## src/hw/rtl/fcb_pkg.sv

```systemverilog
`timescale 1ns / 1ps
// Types, register map and helper functions for the fragment colour blend core.
// No dependencies.
package fcb_pkg;

    localparam int ADDR_W = 5;

    // register indexes (byte address / 4)
    localparam logic [2:0] REG_TINT_RED   = 3'd0;
    localparam logic [2:0] REG_TINT_GREEN = 3'd1;
    localparam logic [2:0] REG_TINT_BLUE  = 3'd2;
    localparam logic [2:0] REG_TINT_ALPHA = 3'd3;
    localparam logic [2:0] REG_BLEND_MODE = 3'd4;

    localparam logic [1:0] MODE_OPAQUE   = 2'd0;
    localparam logic [1:0] MODE_ALPHA    = 2'd1;
    localparam logic [1:0] MODE_ADDITIVE = 2'd2;
    localparam logic [1:0] MODE_MULTIPLY = 2'd3;

    localparam logic [15:0] ROUND_BIAS = 16'd127;
    localparam logic [7:0]  FULL_SCALE = 8'd255;

    typedef struct packed {
        logic [7:0] texel_red;
        logic [7:0] texel_green;
        logic [7:0] texel_blue;
        logic [7:0] texel_alpha;
        logic [7:0] dest_red;
        logic [7:0] dest_green;
        logic [7:0] dest_blue;
        logic [9:0] pixel_x;
        logic [9:0] pixel_y;
    } t_frag_in;

    typedef struct packed {
        logic       write_enable;
        logic [9:0] out_x;
        logic [9:0] out_y;
        logic [7:0] out_red;
        logic [7:0] out_green;
        logic [7:0] out_blue;
        logic [7:0] out_alpha;
    } t_frag_out;

    typedef struct packed {
        logic [7:0] tint_red;
        logic [7:0] tint_green;
        logic [7:0] tint_blue;
        logic [7:0] tint_alpha;
        logic [1:0] blend_mode;
    } t_cfg;

    // channel index 0 red, 1 green, 2 blue
    typedef struct packed {
        logic [2:0][7:0] src;
        logic [7:0]      alpha;
        logic [2:0][7:0] dest;
        logic [9:0]      x;
        logic [9:0]      y;
        logic            keep;
    } t_tinted;

    typedef struct packed {
        logic [2:0][7:0] eff;
        logic [7:0]      alpha;
        logic [2:0][7:0] dest;
        logic [9:0]      x;
        logic [9:0]      y;
        logic            keep;
    } t_effect;

    // Exact floor(x / 255) for any 16-bit x below 65280, where the result fits 8 bits.
    function automatic logic [7:0] div255(input logic [15:0] x);
        logic [16:0] t;
        t = {1'b0, x} + 17'd1 + {9'd0, x[15:8]};
        return t[15:8];
    endfunction

    // a * b + 127, always below 2^16
    function automatic logic [15:0] mul_bias(input logic [7:0] a, input logic [7:0] b);
        return ({8'h00, a} * {8'h00, b}) + ROUND_BIAS;
    endfunction

endpackage

```

## src/hw/rtl/fragment_color_blend_core.sv

```systemverilog
`timescale 1ns / 1ps
// Top level of the fragment colour blend core: config registers and six-stage pipe.
// Depends on fcb_pkg, fcb_tint, fcb_effect, fcb_mix.
//
//  channel   signals                              direction  payload
//  --------  -----------------------------------  ---------  -----------------
//  in        i_in_valid / o_in_ready              sink       t_frag_in
//  out       o_out_valid / i_out_ready            source     t_frag_out
//  cfg       psel penable pwrite paddr pwdata     APB slave  5 regs at 4*i
//            prdata pready
//
// Six register stages: an accepted fragment passes through all six before it is offered
// at the output; one item per cycle sustained while the output is not stalled.
// Stages: tint multiply, /255 + clip, effect, /255, mix products, sum /255 + select.
// Each stage has its own valid bit and moves when the stage after it is empty or
// moving, so bubbles close up under a stall and nothing is dropped or repeated.
// Synchronous active-low reset clears valid bits and loads the register defaults
// (tint 255 on all channels, opaque mode). No clearing pass is needed.
module fragment_color_blend_core #(
    parameter int FRAME_WIDTH  = 1024,
    parameter int FRAME_HEIGHT = 1024
) (
    input  logic                       i_clk,
    input  logic                       i_rst_n,
    // fragment in
    input  logic                       i_in_valid,
    output logic                       o_in_ready,
    input  fcb_pkg::t_frag_in          i_in_item,
    // write request out
    output logic                       o_out_valid,
    input  logic                       i_out_ready,
    output fcb_pkg::t_frag_out         o_out_item,
    // register port
    input  logic                       psel,
    input  logic                       penable,
    input  logic                       pwrite,
    input  logic [fcb_pkg::ADDR_W-1:0] paddr,
    input  logic [31:0]                pwdata,
    output logic [31:0]                prdata,
    output logic                       pready
);
    import fcb_pkg::*;

    // ---------------------------------------------------------------
    // Configuration registers. The user must write them only while the pipe
    // is idle (the block does not enforce it), so the stages read them directly.
    // ---------------------------------------------------------------
    t_cfg r_cfg;
    logic cfg_wr;

    assign pready = 1'b1;
    assign cfg_wr = psel && penable && pwrite && pready;

    always_ff @(posedge i_clk) begin
        if (!i_rst_n) begin
            r_cfg.tint_red   <= FULL_SCALE;
            r_cfg.tint_green <= FULL_SCALE;
            r_cfg.tint_blue  <= FULL_SCALE;
            r_cfg.tint_alpha <= FULL_SCALE;
            r_cfg.blend_mode <= MODE_OPAQUE;
        end else if (cfg_wr) begin
            unique case (paddr[4:2])
                REG_TINT_RED:   r_cfg.tint_red   <= pwdata[7:0];
                REG_TINT_GREEN: r_cfg.tint_green <= pwdata[7:0];
                REG_TINT_BLUE:  r_cfg.tint_blue  <= pwdata[7:0];
                REG_TINT_ALPHA: r_cfg.tint_alpha <= pwdata[7:0];
                REG_BLEND_MODE: r_cfg.blend_mode <= pwdata[1:0];
                default: ;  // unmapped index: write dropped
            endcase
        end
    end

    always_comb begin
        unique case (paddr[4:2])
            REG_TINT_RED:   prdata = {24'd0, r_cfg.tint_red};
            REG_TINT_GREEN: prdata = {24'd0, r_cfg.tint_green};
            REG_TINT_BLUE:  prdata = {24'd0, r_cfg.tint_blue};
            REG_TINT_ALPHA: prdata = {24'd0, r_cfg.tint_alpha};
            REG_BLEND_MODE: prdata = {30'd0, r_cfg.blend_mode};
            default:        prdata = 32'd0;
        endcase
    end

    // ---------------------------------------------------------------
    // Pipeline segments, two stages each
    // ---------------------------------------------------------------
    t_tinted tint_item;
    t_effect eff_item;
    logic    tint_valid, tint_ready;
    logic    eff_valid, eff_ready;

    fcb_tint #(
        .FRAME_WIDTH  (FRAME_WIDTH),
        .FRAME_HEIGHT (FRAME_HEIGHT)
    ) u_tint (
        .i_clk   (i_clk),
        .i_rst_n (i_rst_n),
        .i_cfg   (r_cfg),
        .i_valid (i_in_valid),
        .o_ready (o_in_ready),
        .i_item  (i_in_item),
        .o_valid (tint_valid),
        .i_ready (tint_ready),
        .o_item  (tint_item)
    );

    // saturating add / rounded multiply / pass-through
    fcb_effect u_effect (
        .i_clk   (i_clk),
        .i_rst_n (i_rst_n),
        .i_mode  (r_cfg.blend_mode),
        .i_valid (tint_valid),
        .o_ready (tint_ready),
        .i_item  (tint_item),
        .o_valid (eff_valid),
        .i_ready (eff_ready),
        .o_item  (eff_item)
    );

    // alpha mix, opaque bypass, zero-alpha / clip blanking
    fcb_mix u_mix (
        .i_clk   (i_clk),
        .i_rst_n (i_rst_n),
        .i_mode  (r_cfg.blend_mode),
        .i_valid (eff_valid),
        .o_ready (eff_ready),
        .i_item  (eff_item),
        .o_valid (o_out_valid),
        .i_ready (i_out_ready),
        .o_item  (o_out_item)
    );

endmodule

```

## src/hw/rtl/fcb_tint.sv

```systemverilog
`timescale 1ns / 1ps
// Tint segment: texel times tint (stage 1), divide by 255 and clip test (stage 2).
// Depends on fcb_pkg.
module fcb_tint #(
    parameter int FRAME_WIDTH  = 1024,
    parameter int FRAME_HEIGHT = 1024
) (
    input  logic             i_clk,
    input  logic             i_rst_n,
    input  fcb_pkg::t_cfg    i_cfg,
    input  logic             i_valid,
    output logic             o_ready,
    input  fcb_pkg::t_frag_in i_item,
    output logic             o_valid,
    input  logic             i_ready,
    output fcb_pkg::t_tinted o_item
);
    import fcb_pkg::*;

    typedef struct packed {
        logic [3:0][15:0] prod;   // red, green, blue, alpha
        logic [2:0][7:0]  dest;
        logic [9:0]       x;
        logic [9:0]       y;
        logic             in_frame;
    } t_tint_s1;

    t_tint_s1 r_s1, n_s1;
    t_tinted  r_s2, n_s2;
    logic     r_v1, r_v2;
    logic     adv1, adv2;

    assign adv2    = !r_v2 || i_ready;
    assign adv1    = !r_v1 || adv2;
    assign o_ready = adv1;

    always_comb begin
        n_s1.prod[0]   = mul_bias(i_item.texel_red,   i_cfg.tint_red);
        n_s1.prod[1]   = mul_bias(i_item.texel_green, i_cfg.tint_green);
        n_s1.prod[2]   = mul_bias(i_item.texel_blue,  i_cfg.tint_blue);
        n_s1.prod[3]   = mul_bias(i_item.texel_alpha, i_cfg.tint_alpha);
        n_s1.dest[0]   = i_item.dest_red;
        n_s1.dest[1]   = i_item.dest_green;
        n_s1.dest[2]   = i_item.dest_blue;
        n_s1.x         = i_item.pixel_x;
        n_s1.y         = i_item.pixel_y;
        n_s1.in_frame  = ({3'd0, i_item.pixel_x} < 13'(FRAME_WIDTH))
                      && ({3'd0, i_item.pixel_y} < 13'(FRAME_HEIGHT));
    end

    always_comb begin
        n_s2.src[0] = div255(r_s1.prod[0]);
        n_s2.src[1] = div255(r_s1.prod[1]);
        n_s2.src[2] = div255(r_s1.prod[2]);
        n_s2.alpha  = div255(r_s1.prod[3]);
        n_s2.dest   = r_s1.dest;
        n_s2.x      = r_s1.x;
        n_s2.y      = r_s1.y;
        n_s2.keep   = r_s1.in_frame && (n_s2.alpha != 8'd0);
    end

    always_ff @(posedge i_clk) begin
        if (!i_rst_n) begin
            r_v1 <= 1'b0;
            r_v2 <= 1'b0;
        end else begin
            if (adv1) begin
                r_v1 <= i_valid;
            end
            if (adv2) begin
                r_v2 <= r_v1;
            end
        end
    end

    always_ff @(posedge i_clk) begin
        if (adv1) begin
            r_s1 <= n_s1;
        end
        if (adv2) begin
            r_s2 <= n_s2;
        end
    end

    assign o_valid = r_v2;
    assign o_item  = r_s2;

endmodule

```

## src/hw/rtl/fcb_effect.sv

```systemverilog
`timescale 1ns / 1ps
// Effect segment: per-mode effect colour (stage 3), rounding divide in multiply mode (stage 4).
// Depends on fcb_pkg.
module fcb_effect (
    input  logic             i_clk,
    input  logic             i_rst_n,
    input  logic [1:0]       i_mode,
    input  logic             i_valid,
    output logic             o_ready,
    input  fcb_pkg::t_tinted i_item,
    output logic             o_valid,
    input  logic             i_ready,
    output fcb_pkg::t_effect o_item
);
    import fcb_pkg::*;

    typedef struct packed {
        logic [2:0][15:0] raw;
        logic [7:0]       alpha;
        logic [2:0][7:0]  dest;
        logic [9:0]       x;
        logic [9:0]       y;
        logic             keep;
    } t_eff_s1;

    t_eff_s1 r_s1, n_s1;
    t_effect r_s2, n_s2;
    logic    r_v1, r_v2;
    logic    adv1, adv2;

    assign adv2    = !r_v2 || i_ready;
    assign adv1    = !r_v1 || adv2;
    assign o_ready = adv1;

    always_comb begin
        logic [8:0] sum;
        sum = 9'd0;
        for (int c = 0; c < 3; c++) begin
            sum = {1'b0, i_item.dest[c]} + {1'b0, i_item.src[c]};
            case (i_mode)
                MODE_ADDITIVE: n_s1.raw[c] = {8'h00, (sum[8] ? FULL_SCALE : sum[7:0])};
                MODE_MULTIPLY: n_s1.raw[c] = mul_bias(i_item.dest[c], i_item.src[c]);
                default:       n_s1.raw[c] = {8'h00, i_item.src[c]};
            endcase
        end
        n_s1.alpha = i_item.alpha;
        n_s1.dest  = i_item.dest;
        n_s1.x     = i_item.x;
        n_s1.y     = i_item.y;
        n_s1.keep  = i_item.keep;
    end

    always_comb begin
        for (int c = 0; c < 3; c++) begin
            n_s2.eff[c] = (i_mode == MODE_MULTIPLY) ? div255(r_s1.raw[c]) : r_s1.raw[c][7:0];
        end
        n_s2.alpha = r_s1.alpha;
        n_s2.dest  = r_s1.dest;
        n_s2.x     = r_s1.x;
        n_s2.y     = r_s1.y;
        n_s2.keep  = r_s1.keep;
    end

    always_ff @(posedge i_clk) begin
        if (!i_rst_n) begin
            r_v1 <= 1'b0;
            r_v2 <= 1'b0;
        end else begin
            if (adv1) begin
                r_v1 <= i_valid;
            end
            if (adv2) begin
                r_v2 <= r_v1;
            end
        end
    end

    always_ff @(posedge i_clk) begin
        if (adv1) begin
            r_s1 <= n_s1;
        end
        if (adv2) begin
            r_s2 <= n_s2;
        end
    end

    assign o_valid = r_v2;
    assign o_item  = r_s2;

endmodule

```

## src/hw/rtl/fcb_mix.sv

```systemverilog
`timescale 1ns / 1ps
// Mix segment: alpha-weighted products (stage 5), sum, divide, select (stage 6).
// Stage 6 is the output register. Depends on fcb_pkg.
module fcb_mix (
    input  logic               i_clk,
    input  logic               i_rst_n,
    input  logic [1:0]         i_mode,
    input  logic               i_valid,
    output logic               o_ready,
    input  fcb_pkg::t_effect   i_item,
    output logic               o_valid,
    input  logic               i_ready,
    output fcb_pkg::t_frag_out o_item
);
    import fcb_pkg::*;

    typedef struct packed {
        logic [2:0][15:0] p_eff;   // e * A
        logic [2:0][15:0] p_dst;   // d * (255 - A)
        logic [2:0][7:0]  eff;
        logic [7:0]       alpha;
        logic [9:0]       x;
        logic [9:0]       y;
        logic             keep;
    } t_mix_s1;

    t_mix_s1   r_s1, n_s1;
    t_frag_out r_s2, n_s2;
    logic      r_v1, r_v2;
    logic      adv1, adv2;

    assign adv2    = !r_v2 || i_ready;
    assign adv1    = !r_v1 || adv2;
    assign o_ready = adv1;

    always_comb begin
        logic [7:0] inv_a;
        inv_a = FULL_SCALE - i_item.alpha;
        for (int c = 0; c < 3; c++) begin
            n_s1.p_eff[c] = {8'h00, i_item.eff[c]} * {8'h00, i_item.alpha};
            n_s1.p_dst[c] = {8'h00, i_item.dest[c]} * {8'h00, inv_a};
        end
        n_s1.eff   = i_item.eff;
        n_s1.alpha = i_item.alpha;
        n_s1.x     = i_item.x;
        n_s1.y     = i_item.y;
        n_s1.keep  = i_item.keep;
    end

    always_comb begin
        logic [16:0]     sum;
        logic [2:0][7:0] mixed;
        logic [2:0][7:0] col;
        logic            opaque;
        sum    = 17'd0;
        opaque = (i_mode == MODE_OPAQUE);
        for (int c = 0; c < 3; c++) begin
            // convex mix stays below 2^16
            sum      = {1'b0, r_s1.p_eff[c]} + {1'b0, r_s1.p_dst[c]} + {1'b0, ROUND_BIAS};
            mixed[c] = div255(sum[15:0]);
            col[c]   = r_s1.keep ? (opaque ? r_s1.eff[c] : mixed[c]) : 8'd0;
        end
        n_s2.write_enable = r_s1.keep;
        n_s2.out_x        = r_s1.x;
        n_s2.out_y        = r_s1.y;
        n_s2.out_red      = col[0];
        n_s2.out_green    = col[1];
        n_s2.out_blue     = col[2];
        n_s2.out_alpha    = r_s1.keep ? (opaque ? r_s1.alpha : FULL_SCALE) : 8'd0;
    end

    always_ff @(posedge i_clk) begin
        if (!i_rst_n) begin
            r_v1 <= 1'b0;
            r_v2 <= 1'b0;
        end else begin
            if (adv1) begin
                r_v1 <= i_valid;
            end
            if (adv2) begin
                r_v2 <= r_v1;
            end
        end
    end

    always_ff @(posedge i_clk) begin
        if (adv1) begin
            r_s1 <= n_s1;
        end
        if (adv2) begin
            r_s2 <= n_s2;
        end
    end

    assign o_valid = r_v2;
    assign o_item  = r_s2;

endmodule

```

## config.mk

```make
export PLATFORM = sky130hd
export DESIGN_NAME = fragment_color_blend_core
export DESIGN_NICKNAME = d
export VERILOG_FILES = /design/src/hw/rtl/fcb_pkg.sv /design/src/hw/rtl/fragment_color_blend_core.sv /design/src/hw/rtl/fcb_tint.sv /design/src/hw/rtl/fcb_effect.sv /design/src/hw/rtl/fcb_mix.sv
export SDC_FILE = /design/constraint.sdc
export NUM_CORES = 2
export LEC_CHECK = 0
export BUFFER_PORTS_ARGS = -buffer_cell sky130_fd_sc_hd__buf_2
export CAP_MARGIN = 20
export CORE_UTILIZATION = 50
export CTS_CLUSTER_DIAMETER = 200
export CTS_CLUSTER_SIZE = 8
export DETAILED_ROUTE_END_ITERATION = 8
export GPL_TIMING_DRIVEN = 0
export PLACE_DENSITY = 0.7
export RECOVER_POWER = 100
export SKIP_LAST_GASP = 1
export SLEW_MARGIN = 30
export SYNTH_ARGS = -nofsm -noshare
export SYNTH_HDL_FRONTEND = slang
export SYNTH_SLANG_ARGS = --single-unit
```

## constraint.sdc

```tcl
create_clock -name i_clk -period 5.1 [get_ports i_clk]
set_input_delay 0.51 -clock i_clk [delete_from_list [all_inputs] [get_ports i_clk]]
set_output_delay 0.51 -clock i_clk [all_outputs]
set_load 0.01 [all_outputs]
```

# == Word level (Yosys, flattened, before mapping) ==
# Index checks and enable logic that the tools add are counted.
# classes
add_sub_neg,37
mul,13
eq_ne,6
muxes,14
reduce_logical,22
# ops
cell,n
multiplier 8 x 8 -> 16 bit,13
adder 16 x 1 -> 16 bit (second input constant),10
adder 16 x 7 -> 16 bit (second input constant),10
adder 16 x 8 -> 16 bit,10
case mux 16 bit (2 select lines),3
2-to-1 mux 8 bit,10
adder 16 bit,3
case mux 8 bit (5 select lines),1
adder 8 x 8 -> 9 bit,3
AND reduction 2 bit,5
nonzero test 8 bit,1
subtractor 8 bit (first input constant),1
== test 3 x 2 -> 1 bit (second input constant),2
zero test 1 bit,6
logical OR 1 bit,6
== test 2 bit (second input constant),2
== test 3 x 1 -> 1 bit (second input constant),1
== test 3 bit (second input constant),1
zero test 3 bit,1
logical AND 1 bit,2
zero test 2 bit,1
# totals
ff_bits,605
out_inout_bits,88
wordCells,162

# == Logic depth before layout (Yosys ltp) ==
# depth
ltp_word,7
depth_mapped,23
ltp_nobuf,23

# == By module ==
# Synthesis repeated with hierarchy kept, for this count alone.
# hier_totals
cells_unflattened,5185
area_unflattened_um2,54860.1
# modules_own_cells
mod,instances,cells_each,area_each_um2
fcb_mix,1,2288,22985.8
fcb_tint,1,1352,15443.6
fcb_effect,1,1345,14551.5
fragment_color_blend_core,1,200,1879.3

# == Worst setup path after synthesis ==
# OpenSTA, ideal clock, no wires.
# synth_path
path_kind,in2reg
from,input i_out_ready
to,"register u_tint.r_s1 (netlist bit u_tint.n_s2[10]), enable pin"
setup_ps,1286
arrival_ps,3634
required_ps,3814
setup_slack_ps,180
cell_stages,4
cell_sequence,nor2b_1 -> and3_1 -> and2_1 -> nand3_1
# synth_between
elab_chain_len,6
# synth_rtl
element,line_no,rtl
start: declaration,fragment_color_blend_core.sv:31,"input logic i_out_ready,"
logical OR 1 bit,fcb_mix.sv:32,assign adv2 = !r_v2 || i_ready;
logical OR 1 bit,fcb_mix.sv:33,assign adv1 = !r_v1 || adv2;
logical OR 1 bit,fcb_effect.sv:31,assign adv2 = !r_v2 || i_ready;
logical OR 1 bit,fcb_effect.sv:32,assign adv1 = !r_v1 || adv2;
logical OR 1 bit,fcb_tint.sv:33,assign adv2 = !r_v2 || i_ready;
logical OR 1 bit,fcb_tint.sv:34,assign adv1 = !r_v1 || adv2;
via o_in_ready,fragment_color_blend_core.sv:27,"output logic o_in_ready,"
end signal: assignment,fcb_tint.sv:78,r_s1 <= n_s1;
end: declaration,fcb_tint.sv:28,"t_tint_s1 r_s1, n_s1;"
# The timed path passes the listed nets, and every way through them passes these cells.
# A chain may end at the register's enable or synchronous reset.

==> metrics.md <==
| Metric | Value |
|---|---|
| Wire per inst | `16.8 um` |
| Die Area | `110000 um^2` |
| First-pass GRT wire length | `192 mm` |
| DRT Wirelength | `117 mm` |
| Post-DP HPWL | `91.7 mm` |
| Top cells by area, synth | `edfxtp_1 (31%), fa_1 (19%), ha_1 (15%), inv_1 (6.5%), and2_1 (4.2%)` |
| Slowest-stage cell, CP | `fa_1` |
| Netlist cell types | `80` |
| Max Slew Vio Count | `211` |
| Worst Tran Pin Value | `1.99 ns` |
| Nets | `6800` |
| Crit-path cells | `clkbuf_1, nand2_1, fa_1, fa_1, inv_1, fa_1, inv_1, fa_1, inv_1, ha_1, a21o_1, a31oi_2, o21ai_1, o41ai_2, o21ai_1, xnor2_1, nor2_1` |
| Die Wd | `332 um` |
| Cell Rows | `120` |
| Hold path depth | `1` |
| Slowest stage delay, CP | `0.51 ns` |
| Netlist Area Pre-Place | `54300 um^2` |
| Antenna violations before repair | `3` |
| DRC | `0` |
| CTS Sinks | `605` |
| Synth Flop Type | `edfxtp_1` |
| Vias in the first global route | `37300` |
| Violated checks | `max-capacitance violations, max-slew violations` |
| Commonest non-fill, non-tap cell in the layout | `inv_1` |
| Arr. time, crit path | `5.36 ns` |
| Max-cap violation count | `6` |
| Hold path startpoint | `i_in_item[35]` |
| Number of synthesized flops with an enable pin | `565` |
| WHS Endpoint | `u_tint.n_s2[36]` |
| Final Setup Violations | `0` |
| Crit Path Max Fanout | `4` |
| Final Hold Fails | `0` |
| Largest net degree at the start of global routing | `65` |
| Seq/Total Area, Yosys | `0.327` |
| Remaining Overflow, GRT | `0` |
| Setup TNS Final | `0 ns` |
| Hold Crit Class | `input port to register` |
| CTS buffer count | `85` |
| Buf/Inv on CP | `4` |
| DRT antenna net count | `0` |
| Routability cong. | `0.898` |
| Crit-path most repeated cell | `fa_1` |
| Synth Instances | `5199` |
| Status | `complete, but fails checks` |
| Min cycle time layout | `4.98 ns` |
| Area grow syn2layout | `10.8%` |
| Critical Path RT | `5.47 ns` |
| Dpl cell area | `57200 um^2` |
| Initial Util | `0.506` |
| Cell class contributing the biggest share of worst-path delay | `adder cells` |
| Final worst path period share | `0.977` |
| Root buf cell | `clkbuf_16` |
| Final Core Density | `0.561` |
| DR iter-0 viols | `1822` |
| Worst clock skew | `0.0593 ns` |
| FF+latch count, synth | `605` |
| Vias per cell | `5.25` |
| R2R Setup Slk | `0.12 ns` |
| Post-synth ARST share | `0` |
| Reg2reg start | `u_tint.o_item[23]` |
| CTS clock-pin slew for the worst setup and hold paths | `0.05 ns` |
| Total of warnings raised by yosys | `0` |
| Total GRT Usage | `0.217` |
| CTS tree | `built` |
| Fmax | `0.201 GHz` |
| Layout fillers | `9171` |
| Synth top area share | `0.312` |
| Post-route cell area | `60200 um^2` |
| Depth of the most critical reg-to-reg path | `17` |
| Port Buffer Count | `153` |
| Worst-Skew Late Latency | `0.68 ns` |
| Reg-to-Reg End | `u_effect.r_s1[68]` |
| Via count | `36600` |
| CP Capture Type | `register` |
| Relative max-transition margin | `-0.324` |
| Die Height | `332 um` |
| H-Tree Depth | `3` |
| Layout cell share with drive strength beyond 1 | `0.0730` |
| Clock buffer depth | `3` |
| Core ar. | `107000 um^2` |
| RSZ-0062 raised after global routing | `true` |
| WS Path Type | `register to register` |
| # IOs | `208` |
| CP startpoint kind | `register` |
| Synth Area per Inst | `10.5 um^2` |
| Dominant cell type by area after synthesis | `edfxtp_1` |
| Router iterations before antenna repair | `6` |
| Commonest cells after routing, fill and taps aside | `inv_1 (940), ha_1 (630), edfxtp_1 (565), fa_1 (515), nand2_1 (445)` |
[kinds of logic after synthesis]
kind of cell,after synthesis,synth area share
AOI/OAI and AO/OA,566,0.0700
muxes,13,0.00382
buffers and inverters,1078,0.0762
and+or+nand+nor,1518,0.144
other,2,0.000138
adders and majority gates,1151,0.336
xor gates and xnor gates,266,0.0430
DFF,605,0.327
[registers in the layout, indices dropped and copies added, names as in the netlist, 44 cells and up]
register	flops
u_tint.n_s2	44
u_mix.o_item	53
u_effect.n_s2	53
u_mix.r_s1	128
u_tint.r_s1	64
u_tint.o_item	77
u_effect.o_item	77
u_effect.r_s1	48
[synthesized netlist by cell type (all sizes together), types with 6 or more instances]
library cell and count:
xor2 86, nor2b 199, nor4 6, o21a 52
or2 11, nor2 196, mux4 6, nand4 14
a211o 12, xnor2 180, o311ai 11, nand2 446
nor3 62, nand3 99, nor3b 7, a21o 38
a211oi 35, a31oi 22, and3 15, o221ai 15
a21boi 14, o21ai 148, o21bai 21, o2111ai 12
nand2b 64, fa 516, a21oi 114, ha 635
clkbuf 105, o22ai 7, and2 364, or3 14
o41ai 7, edfxtp 565, o41a 11, dfxtp 40
buf 25, inv 947, a2111oi 10
[worst max-delay path by stage]
stage | startpoint | end | cells past startpoint | slack, ns
floorplan | i_out_ready | u_tint.n_s2[10] | 4 | 0.18
global placement | i_out_ready | u_tint.n_s2[7] | 5 | -2.05
detailed placement | u_effect.o_item[50] | u_mix.r_s1[132] | 18 | -0.88
CTS | u_effect.o_item[47] | u_mix.r_s1[100] | 18 | -0.01
global route | u_mix.r_s1[86] | u_mix.o_item[15] | 23 | -0.13
finish | u_tint.o_item[23] | u_effect.r_s1[68] | 17 | 0.12
[metrics by stage]
| stage | instances | setup WS, ns | hold WS [ns] |
|---|---|---|---|
| 2_1_floorplan | 5222 | 0.180 | 0.400 |
| 3_3_place_gp | 6778 | -2.05 | 0.400 |
| 3_5_place_dp | 6788 | -0.885 | 0.405 |
| 4_1_cts | 6927 | -0.0117 | 0.0000898 |
| 5_1_grt | 6962 | -0.133 | 0.00983 |
| 6_report | 6965 | 0.116 | 0.0431 |
[final cells by class]
cell class / count / area (um^2) / area share
Antenna cell: 3 / 7.51 / 0.000125
Buffer: 116 / 654 / 0.0109
Clock buffer: 109 / 2220 / 0.0368
Clock inverter: 8 / 100 / 0.00166
Inverter: 948 / 3560 / 0.0592
Multi-Input combinational cell: 3539 / 32900 / 0.546
Sequential cell: 605 / 17800 / 0.295
Tap cell: 1403 / 1760 / 0.0292
Timing Repair Buffer: 234 / 1250 / 0.0208
[what timing repair did]
item                                   4_1_cts  5_1_grt
resized for setup                           66      125
setup buffers                               21       44
hold buffers                                 6        0
endpoints found under the hold margin        6        0
setup endpoints to repair                   49       57
pin swaps                                    2       44
[metal layers]
metal  track usage  routed length [um]  up-vias
li1              -                   -    17600
met1         0.279               50500    17800
met2         0.369               55700      922
met3        0.0329                6280      244
met4        0.0794                4660        2
met5             0                  15        -
Power is left out: the tool's default activity adds up to more than one toggle a clock period on the data nets, which glitch-free logic cannot reach.
